### config.mk
export PLATFORM = sky130hd
export DESIGN_NAME = pwss_match_lanes
export DESIGN_NICKNAME = d
export VERILOG_FILES = /design/src/design/palette_window_subset_search_defines.svh /design/src/design/pwss_pkg.sv /design/src/design/pwss_match_lanes.sv
export SDC_FILE = /design/constraint.sdc
export NUM_CORES = 1
export LEC_CHECK = 0
export BUFFER_PORTS_ARGS = -buffer_cell sky130_fd_sc_hd__buf_4
export CAP_MARGIN = 20
export CELL_PAD_IN_SITES_DETAIL_PLACEMENT = 0
export CELL_PAD_IN_SITES_GLOBAL_PLACEMENT = 1
export CORE_AREA = 3 3 179 181
export DETAILED_ROUTE_END_ITERATION = 8
export DIE_AREA = 0 0 182 184
export PLACE_DENSITY = 0.65
export SLEW_MARGIN = 10
export SYNTH_ARGS = -nofsm -noshare
export SYNTH_HDL_FRONTEND = slang
export SYNTH_SLANG_ARGS = --single-unit
### constraint.sdc
create_clock -name vclk -period 2.5
set_clock_uncertainty 0.15 [all_clocks]
set_input_delay 0.25 -clock vclk [all_inputs]
set_output_delay 0.25 -clock vclk [all_outputs]
set_load 0.01 [all_outputs]
### src/design/palette_window_subset_search_defines.svh
// ----------------------------------------------------------------------------
// Palette window subset search - assertion macros
// Shared concurrent assertion forms used by the top-level design file.
// ----------------------------------------------------------------------------
`ifndef PALETTE_WINDOW_SUBSET_SEARCH_DEFINES_SVH
`define PALETTE_WINDOW_SUBSET_SEARCH_DEFINES_SVH

// Same-cycle implication, checked outside reset.
`define PWSS_ASSERT_IMPL(label, clk, rst, ante, cons, msg) \
   label: assert property (@(posedge clk) disable iff (rst) (ante) |-> (cons)) \
      else $error(msg);

// Next-cycle implication, checked outside reset.
`define PWSS_ASSERT_NEXT(label, clk, rst, ante, cons, msg) \
   label: assert property (@(posedge clk) disable iff (rst) (ante) |=> (cons)) \
      else $error(msg);

`endif

### src/design/pwss_pkg.sv
// ----------------------------------------------------------------------------
// Palette window subset search package
// Shared types and constants for the search block.
// ----------------------------------------------------------------------------
package pwss_pkg;

   localparam int COLOR_W     = 24;
   localparam int MAX_QUERY   = 16;
   localparam int QLEN_W      = 5;
   localparam int INDEX_W     = 32;
   localparam int WBITS_W     = 3;

   localparam int DEF_SEARCH_SPAN   = 1024 * 16;
   localparam int DEF_HISTORY_DEPTH = 32768;
   localparam int DEF_SHORT_FORWARD = 16;

   localparam logic [COLOR_W-1:0] COLOR_MASK_RESET = 24'hFFFFFF;

   // Action codes of an input transaction.
   localparam logic ACT_APPEND = 1'b0;
   localparam logic ACT_QUERY  = 1'b1;

   typedef logic [COLOR_W-1:0] color_type;
   typedef color_type [MAX_QUERY-1:0] query_set_type;

   typedef struct packed {
      logic      action;
      color_type color;
      logic      last;
   } req_type;

   typedef struct packed {
      logic               found;
      logic [INDEX_W-1:0] match_index;
      logic [WBITS_W-1:0] window_bits;
   } rsp_type;

endpackage

### src/design/pwss_match_lanes.sv
// ----------------------------------------------------------------------------
// Palette window subset search - match lanes
// Compares one history color against every stored query color under a mask.
// ----------------------------------------------------------------------------
module pwss_match_lanes (
   input  pwss_pkg::color_type                   hist_color,
   input  pwss_pkg::color_type                   mask,
   input  pwss_pkg::query_set_type               query_colors,
   input  logic [pwss_pkg::QLEN_W-1:0]           query_length,
   output logic [pwss_pkg::MAX_QUERY-1:0]        lane_match,
   output logic [pwss_pkg::MAX_QUERY-1:0]        lane_used
);
   import pwss_pkg::*;

   always_comb begin
      for (int k = 0; k < MAX_QUERY; k++) begin
         lane_used[k]  = (QLEN_W'(k) < query_length);
         lane_match[k] = lane_used[k] &&
                         ((hist_color & mask) == (query_colors[k] & mask));
      end
   end

endmodule

==> results of run 1 <==
## layer usage
| metal | routed length [um] | global-route usage, % | vias up |
|---|---|---|---|
| met1 | 20800 | 36.1 | 4248 |
| met3 | 4610 | 4.89 | 94 |
| met5 | 0 | 0 | - |
| met4 | 1940 | 9.26 | 0 |
| li1 | - | - | 3762 |
| met2 | 26100 | 53.1 | 633 |
## critical path: stages
cell and delay, ns:
buf_4 0.21, xor2_1 0.19, a22o_1 0.24, a221oi_1 0.36, nand4_1 0.32, nor3_2 0.31
buf_4 0.17
## synthesized netlist by cell type, types with 12 or more instances
library cell | n | area, um^2
nor2_1 | 14 | 52.6
a22o_1 | 30 | 263
xor2_1 | 327 | 2860
buf_2 | 19 | 95.1
a222oi_1 | 13 | 130
a22oi_1 | 81 | 608
nand3_1 | 18 | 90.1
nand2_1 | 43 | 161
nor2b_1 | 13 | 81.3
clkbuf_1 | 35 | 131
buf_6 | 14 | 158
nand4_1 | 28 | 175
o22ai_1 | 12 | 75.1
a221oi_1 | 30 | 263
buf_4 | 17 | 128
## path summary, 6_finish.rpt
check / from / end / slack, ns / cells past startpoint
max: hist_color[13] / lane_match[13] / 0.04 / 7
min: query_length[4] / lane_used[15] / 0.62 / 2
## kinds of logic (layout without fill, tap and decap cells)
| kind of cell | after synthesis | after routing | synth area share (%) |
|---|---|---|---|
| AO/OA/AOI/OAI | 219 | 219 | 29.0 |
| other | 0 | 1 | 0 |
| XOR/XNOR | 327 | 327 | 47.4 |
| buffers and inverters | 93 | 525 | 9.50 |
| AND/OR/NAND/NOR | 154 | 154 | 14.1 |
## layout make-up
| class | instances | area, um^2 |
|---|---|---|
| fillers | 3382 | 20700 |
| multi-input cells | 700 | 5470 |
| repair buffers | 519 | 3910 |
| well taps | 396 | 495 |
| inverters | 6 | 22.5 |
| diodes | 1 | 2.50 |
## metrics by stage
step	util [%]	instance area, um^2	setup WS, ns	power, W	instances
finish	32.4	9900	0.0364	0.00211	1622
global route	32.4	9900	0.00568	0.00221	1622
CTS	32.4	9900	0.0261	0.00209	1621
detailed placement	32.4	9900	0.0328	0.00208	1621
global placement	32.4	9900	0.0312	0.00209	1621
floorplan	-	6040	0.700	0.000932	793
## power by group through the flow
stage                     logic [W]  registers, W  clock network (W)
after floorplan            0.000932             0                  0
after CTS                   0.00209             0                  0
after detailed placement    0.00208             0                  0
after global placement      0.00209             0                  0
after global routing        0.00221             0    0.0000000000536
final                       0.00211             0    0.0000000000536
==> summary.md, run 1 <==
| Metric | Value |
|---|---|
| Status | `finished clean` |
| Share of layout cells above drive strength 1 | `43.8%` |
| Floorplan core area | `30600 um^2` |
| DPL Wire Length | `43.2 mm` |
| Worst path arrival time | `2.06 ns` |
| Tightest Hold Check Type | `input pin to output port` |
| Die H | `184 um` |
| P&R area growth vs syn | `63.8%` |
| Most used cells in the layout excluding fill and tap cells | `buf_4 (518), xor2_1 (327), a22oi_1 (81)` |
| Commonest non-fill, non-tap cell in the layout | `buf_4` |
| CLK BUF | `0` |
| Die Wd | `182 um` |
| RD Place Congestion | `0.961` |
| Cells after Synth | `793` |
| Overflow after GRT | `0` |
| Fin crit share | `98.5%` |
| Pwr dens | `213 nW/um^2` |
| Final antenna-violating net count | `0` |
| F_max | `406 MHz` |
| Comb power frac | `100.0%` |
| Worst Max-Slew Pin Slew | `0.645 ns` |
| Starting DRT DRC Count | `829` |
| Shortest period the worst path allows | `2.46 ns` |
| Reg power frac | `0%` |
| Wire per inst | `32.9 um` |
| Quantity of gates resized following cts | `0` |
| Pre-antenna DRT Iters | `5` |
| LEAKAGE | `4.70 nW` |
| Rel. slew slack | `57.0%` |
| Initial Util | `19.8%` |
| First-pass GRT wire length | `70.5 mm` |
| Yosys cell types | `42` |
| Sequential cell count | `0` |
| Internal power | `0.000973 W` |
| Post-Synthesis Cell Area | `6040 um^2` |
| Number of global-route vias before repair | `9232` |
| Clock share of power | `0%` |
| Max cap viols | `0` |
| RSZ-0062 raised after global routing | `false` |
| Pin count of the biggest net entering global routing | `18` |
| Row cnt | `64` |
| Detailed-route via count | `8737` |
| Worst hold slack | `0.615 ns` |
| Startpoint types | `input pin` |
| Nets | `1664` |
| Post-synthesis net count | `1230` |
| Worst setup EP type | `output port` |
| VDD IR max | `0.000110 V` |
| Global-route usage over all layers | `29.6%` |
| Total Wirelength | `53.4 mm` |
| Setup TNS | `0 ns` |
| Syn_area_per_cell | `7.62 um^2` |
| Switch Pwr | `0.00114 W` |
| # DRC | `0` |
| Finish-stage setup viols | `0` |
| Critical path peak fanout | `11` |
| Setup bufs post-CTS | `0` |
| Register area share after synthesis | `0%` |
| Sw Ratio | `53.9%` |
| Cts hold-fix bufs | `0` |
| Ports | `469` |
| Die area | `33500 um^2` |
| Final-report hold violation count | `0` |
| DR vias/cell | `5.39` |
| Max-slew violations | `0` |
| Initial antenna violation count | `2` |
| FF/Latch Area | `0 um^2` |
| Synth warn | `0` |
| WP data required | `2.10 ns` |
| IO buf count | `469` |
| Setup CP Type | `input pin to output port` |
Note: power is estimated with default switching activity, not from simulation.
==> inputs of run 2 (changes only) <==
Settings changed: GPL_TIMING_DRIVEN set to 0.
==> summary.md, run 2 (synthesis gave the netlist of run 1 again) <==
| Metric | Value |
|---|---|
| Share of layout cells above drive strength 1 | `43.3%` |
| Min-delay src | `query_length[3]` |
| Place WS | `-0.495 ns` |
| Nets | `1662` |
| CP Cell Sequence | `buf_4 -> clkbuf_1 -> a222oi_1 -> nand4_1 -> nor4_2 -> buf_4` |
| Slowest-stage cell, CP | `a222oi_1` |
| Starting DRT DRC Count | `742` |
| Final-report hold violation count | `0` |
| Rel. slew slack | `30.5%` |
| Failing checks | `negative setup slack` |
| Row cnt | `64` |
| VDD IR max | `0.000116 V` |
| Final cell count without fillers | `1619` |
| DR vias/cell | `5.40` |
| Detailed-route via count | `8735` |
| Most used cells in the layout excluding fill and tap cells | `buf_4 (455), xor2_1 (327), a22oi_1 (81)` |
| GR Util met1 | `37.0%` |
| Met2 Track Usage GR | `53.3%` |
| Shortest period the worst path allows | `2.55 ns` |
| CP most frequent cell | `buf_4` |
| Met3 Usage GRT | `5.94%` |
| Initial antenna violation count | `1` |
| RD Place Congestion | `0.941` |
| Post-route setup slack | `-0.0511 ns` |
| Worst path arrival time | `2.15 ns` |
| Overflow after GRT | `0` |
| Fin crit share | `102%` |
| CLK BUF | `0` |
| Commonest non-fill, non-tap cell in the layout | `buf_4` |
| Critical path peak fanout | `10` |
| Max cap viols | `0` |
| Max-slew violations | `0` |
| Die Wd | `182 um` |
| Ports | `469` |
| Setup TNS | `-0.0511 ns` |
| Setup CP Type | `input pin to output port` |
| Status | `finished, violations left` |
| Most Crowded Layer GR | `met2` |
| Worst Max-Slew Pin Slew | `1.04 ns` |
| Crit path buffers/inverters | `3` |
| Multi-input combinational cell area | `5540 um^2` |
| Global-route usage over all layers | `30.3%` |
| CP top delay family | `compound AO/OA/AOI/OAI gates` |
| F_max | `392 MHz` |
| Finish-stage setup viols | `1` |
| Total Wirelength | `54.6 mm` |
| Critical path depth | `6` |
| CP peak stage delay | `0.77 ns` |
| First-pass GRT wire length | `70.9 mm` |
| Pre-antenna DRT Iters | `6` |
| DPL Wire Length | `43.8 mm` |
| Initial Util | `19.8%` |
| Final antenna-violating net count | `0` |
| IO buf count | `434` |
| LEAKAGE | `4.67 nW` |
| Die H | `184 um` |
| Number of global-route vias before repair | `8969` |
| P&R area growth vs syn | `64.5%` |
| Startpoint types | `input pin` |
| FF/Latch Area | `0 um^2` |
| WP data required | `2.10 ns` |
| Sequential cell count | `0` |
| Tightest Hold Check Type | `input pin to output port` |
| RSZ-0062 raised after global routing | `false` |
| Wire per inst | `33.7 um` |
| Die area | `33500 um^2` |
| Hold Crit Endpoint | `lane_used[7]` |
| Hold Crit Depth | `4` |
| Placed cell count | `1623` |
| Fillers | `3400` |
| Inserted Diodes | `0` |
| Floorplan core area | `30600 um^2` |
| Pin count of the biggest net entering global routing | `18` |
| Post-layout util | `32.5%` |
| Pwr dens | `213 nW/um^2` |
| # DRC | `0` |
| Worst setup EP type | `output port` |
-- run 2: how the worst max path moves through the flow --
stage                        start             end  slack (ns)
CTS                       mask[16]   lane_match[6]       -0.01
global route               mask[2]  lane_match[11]       0.003
global placement          mask[16]   lane_match[6]       -0.48
detailed placement        mask[16]   lane_match[6]       -0.50
floorplan           hist_color[14]   lane_match[8]        0.70
finish                     mask[2]  lane_match[11]       -0.05
-- run 2: stage by stage --
step	total power, W	hold slack, ns	instance area (um^2)
2_1_floorplan	0.000932	0.442	6040
6_report	0.00212	0.701	9950
5_1_grt	0.00222	0.759	9950
4_1_cts	0.00209	0.659	9920
3_5_place_dp	0.00206	0.659	9800
3_3_place_gp	0.00206	0.660	9800
-- run 2: area by class of cell --
type	instances	share of cell area, %
Timing Repair Buffer	436	32.9
Multi-Input combinational cell	700	55.7
Tap cell	396	4.98
Buffer	81	6.19
Inverter	6	0.226
-- run 2: metal layers --
| metal | vias up | share of wire (%) |
|---|---|---|
| met2 | 642 | 48 |
| met5 | - | 0.022 |
| met3 | 98 | 8.7 |
| met1 | 4229 | 39 |
| met4 | 2 | 4.2 |
| li1 | 3764 | - |
-- run 2: report_power, final --
part	switching (W)	internal [W]	leakage, nW
Clock	0	0	0
Sequential	0	0	0
Combinational	0.00116	0.000957	4.67
Total	0.00116	0.000957	4.67
-- run 2: what timing repair did --
| item | in CTS | in global routing |
|---|---|---|
| hold buffers | 0 | 0 |
| setup endpoints to repair | 17 | 6 |
| hold endpoints to repair | 0 | 0 |
| setup buffers | 2 | 0 |
| pin swaps | 3 | 3 |
| resized for setup | 36 | 19 |
-- run 2: worst min-delay path, delay by kind of cell --
| family | cells | cell delay, ns |
|---|---|---|
| buf+inv | 3 | 0.28 |
| simple gates | 1 | 0.07 |
==> inputs of run 3 (changes only) <==
Settings changed: CORE_AREA 3 3 179 181 to 5 5 181 183, DIE_AREA 0 0 182 184 to 0 0 186 188, SETUP_SLACK_MARGIN set to 0.02.
==> summary.md, run 3 (synthesis gave the netlist of run 1 again) <==
| Metric | Value |
|---|---|
| Status | `finished clean` |
| Tightest Hold Check Type | `input pin to output port` |
| Number of global-route vias before repair | `9035` |
| Overflow after GRT | `0` |
| Pre-antenna DRT Iters | `5` |
| Row cnt | `65` |
| Final-report hold violation count | `0` |
| Total Wirelength | `54.5 mm` |
| Slowest-stage cell, CP | `a22o_1` |
| CP most frequent cell | `buf_4` |
| Max cap viols | `0` |
| Placed cell count | `1629` |
| CP Cell Sequence | `buf_4 -> clkbuf_1 -> a22o_1 -> a221oi_2 -> nand3_1 -> nor3_2 -> buf_4` |
| Setup CP Type | `input pin to output port` |
| Final cell count without fillers | `1627` |
| RSZ-0062 raised after global routing | `false` |
| CP peak stage delay | `0.39 ns` |
| RD Place Congestion | `0.892` |
| Starting DRT DRC Count | `772` |
| First-pass GRT wire length | `71.1 mm` |
| Wire per inst | `33.5 um` |
| CP top delay family | `compound AO/OA/AOI/OAI gates` |
| VDD IR max | `0.000113 V` |
| Share of layout cells above drive strength 1 | `43.4%` |
| Setup bufs post-CTS | `0` |
| Pin count of the biggest net entering global routing | `17` |
| Floorplan core area | `31100 um^2` |
| Rel. slew slack | `33.5%` |
| Placed cell area | `9810 um^2` |
| Finish-stage setup viols | `0` |
| Sequential cell count | `0` |
| IO buf count | `434` |
| Fillers | `3430` |
| P&R area growth vs syn | `64.6%` |
| Post-route cell area | `9950 um^2` |
| CP Launch Point | `mask[17]` |
| Pwr dens | `212 nW/um^2` |
| Startpoint types | `input pin` |
| Most used cells in the layout excluding fill and tap cells | `buf_4 (452), xor2_1 (327), a22oi_1 (81)` |
| Commonest non-fill, non-tap cell in the layout | `buf_4` |
| WP data required | `2.10 ns` |
| Fin crit share | `98.2%` |
| Setup TNS | `0 ns` |
| Shortest period the worst path allows | `2.45 ns` |
| Die Wd | `186 um` |
| Post-layout util | `32.0%` |
| Ports | `469` |
| Place WS | `-0.462 ns` |
| Worst setup EP type | `output port` |
| Worst path arrival time | `2.05 ns` |
| Detailed-route via count | `8668` |
| Die area | `35000 um^2` |
| Min-delay src | `query_length[4]` |
| Die H | `188 um` |
| Initial antenna violation count | `1` |
| Crit path buffers/inverters | `3` |
| Global-route usage over all layers | `29.0%` |
| Max-slew violations | `0` |
| DPL Wire Length | `44.7 mm` |
| LEAKAGE | `4.67 nW` |
| Nets | `1664` |
| # DRC | `0` |
| F_max | `407 MHz` |
| Post-route setup slack | `0.0453 ns` |
| Inserted Diodes | `0` |
| Critical path peak fanout | `10` |
| DR vias/cell | `5.33` |
| CLK BUF | `0` |
| Multi-input combinational cell area | `5560 um^2` |
| Initial Util | `19.5%` |
| Worst Max-Slew Pin Slew | `0.998 ns` |
| FF/Latch Area | `0 um^2` |
| Final antenna-violating net count | `0` |
[run 3: cell types whose count changed in the layout (fill, tap and decap cells not counted), sizes merged]
| cell | delta |
|---|---|
| clkbuf | +3 |
| buf | -1 |
[run 3: per-stage QoR]
stage	hold slack [ns]	total power [W]
global placement	0.665	0.00205
detailed placement	0.664	0.00205
floorplan	0.442	0.000932
global route	0.675	0.00221
CTS	0.664	0.00208
finish	0.670	0.00210
[run 3: metal layers]
layer | routed length, um | track usage (%) | up-vias
met1 | 21700 | 36.8 | 4216
met5 | 0 | 0 | -
met4 | 1760 | 7.09 | 0
met2 | 26500 | 51.0 | 589
met3 | 4540 | 4.44 | 86
li1 | - | - | 3777
[run 3: worst paths after layout]
path | end | slack [ns] | depth (start not counted)
worst min-delay path | lane_used[15] | 0.67 | 3
worst max-delay path | lane_match[10] | 0.05 | 7
[run 3: power by group]
part           internal [W]  switching [W]
sequential                0              0
combinational      0.000956        0.00115
clock                     0              0
[run 3: layout make-up]
class / instances / share of cell area [%]
timing repair buffer: 434 / 32.8
multi-input combinational: 700 / 55.9
tap: 402 / 5.06
buffer: 85 / 6.10
inverter: 6 / 0.226
[run 3: tightest hold or removal path, cell delays in order]
cell and delay (ns):
buf_4 0.12, buf_4 0.10, buf_4 0.10
[run 3: what timing repair did]
| action | 4_1_cts | 5_1_grt |
|---|---|---|
| gates cloned | 0 | 0 |
| pin swaps | 3 | 2 |
| hold buffers | 0 | 0 |
| resized for setup | 35 | 16 |
| setup endpoints to repair | 17 | 6 |
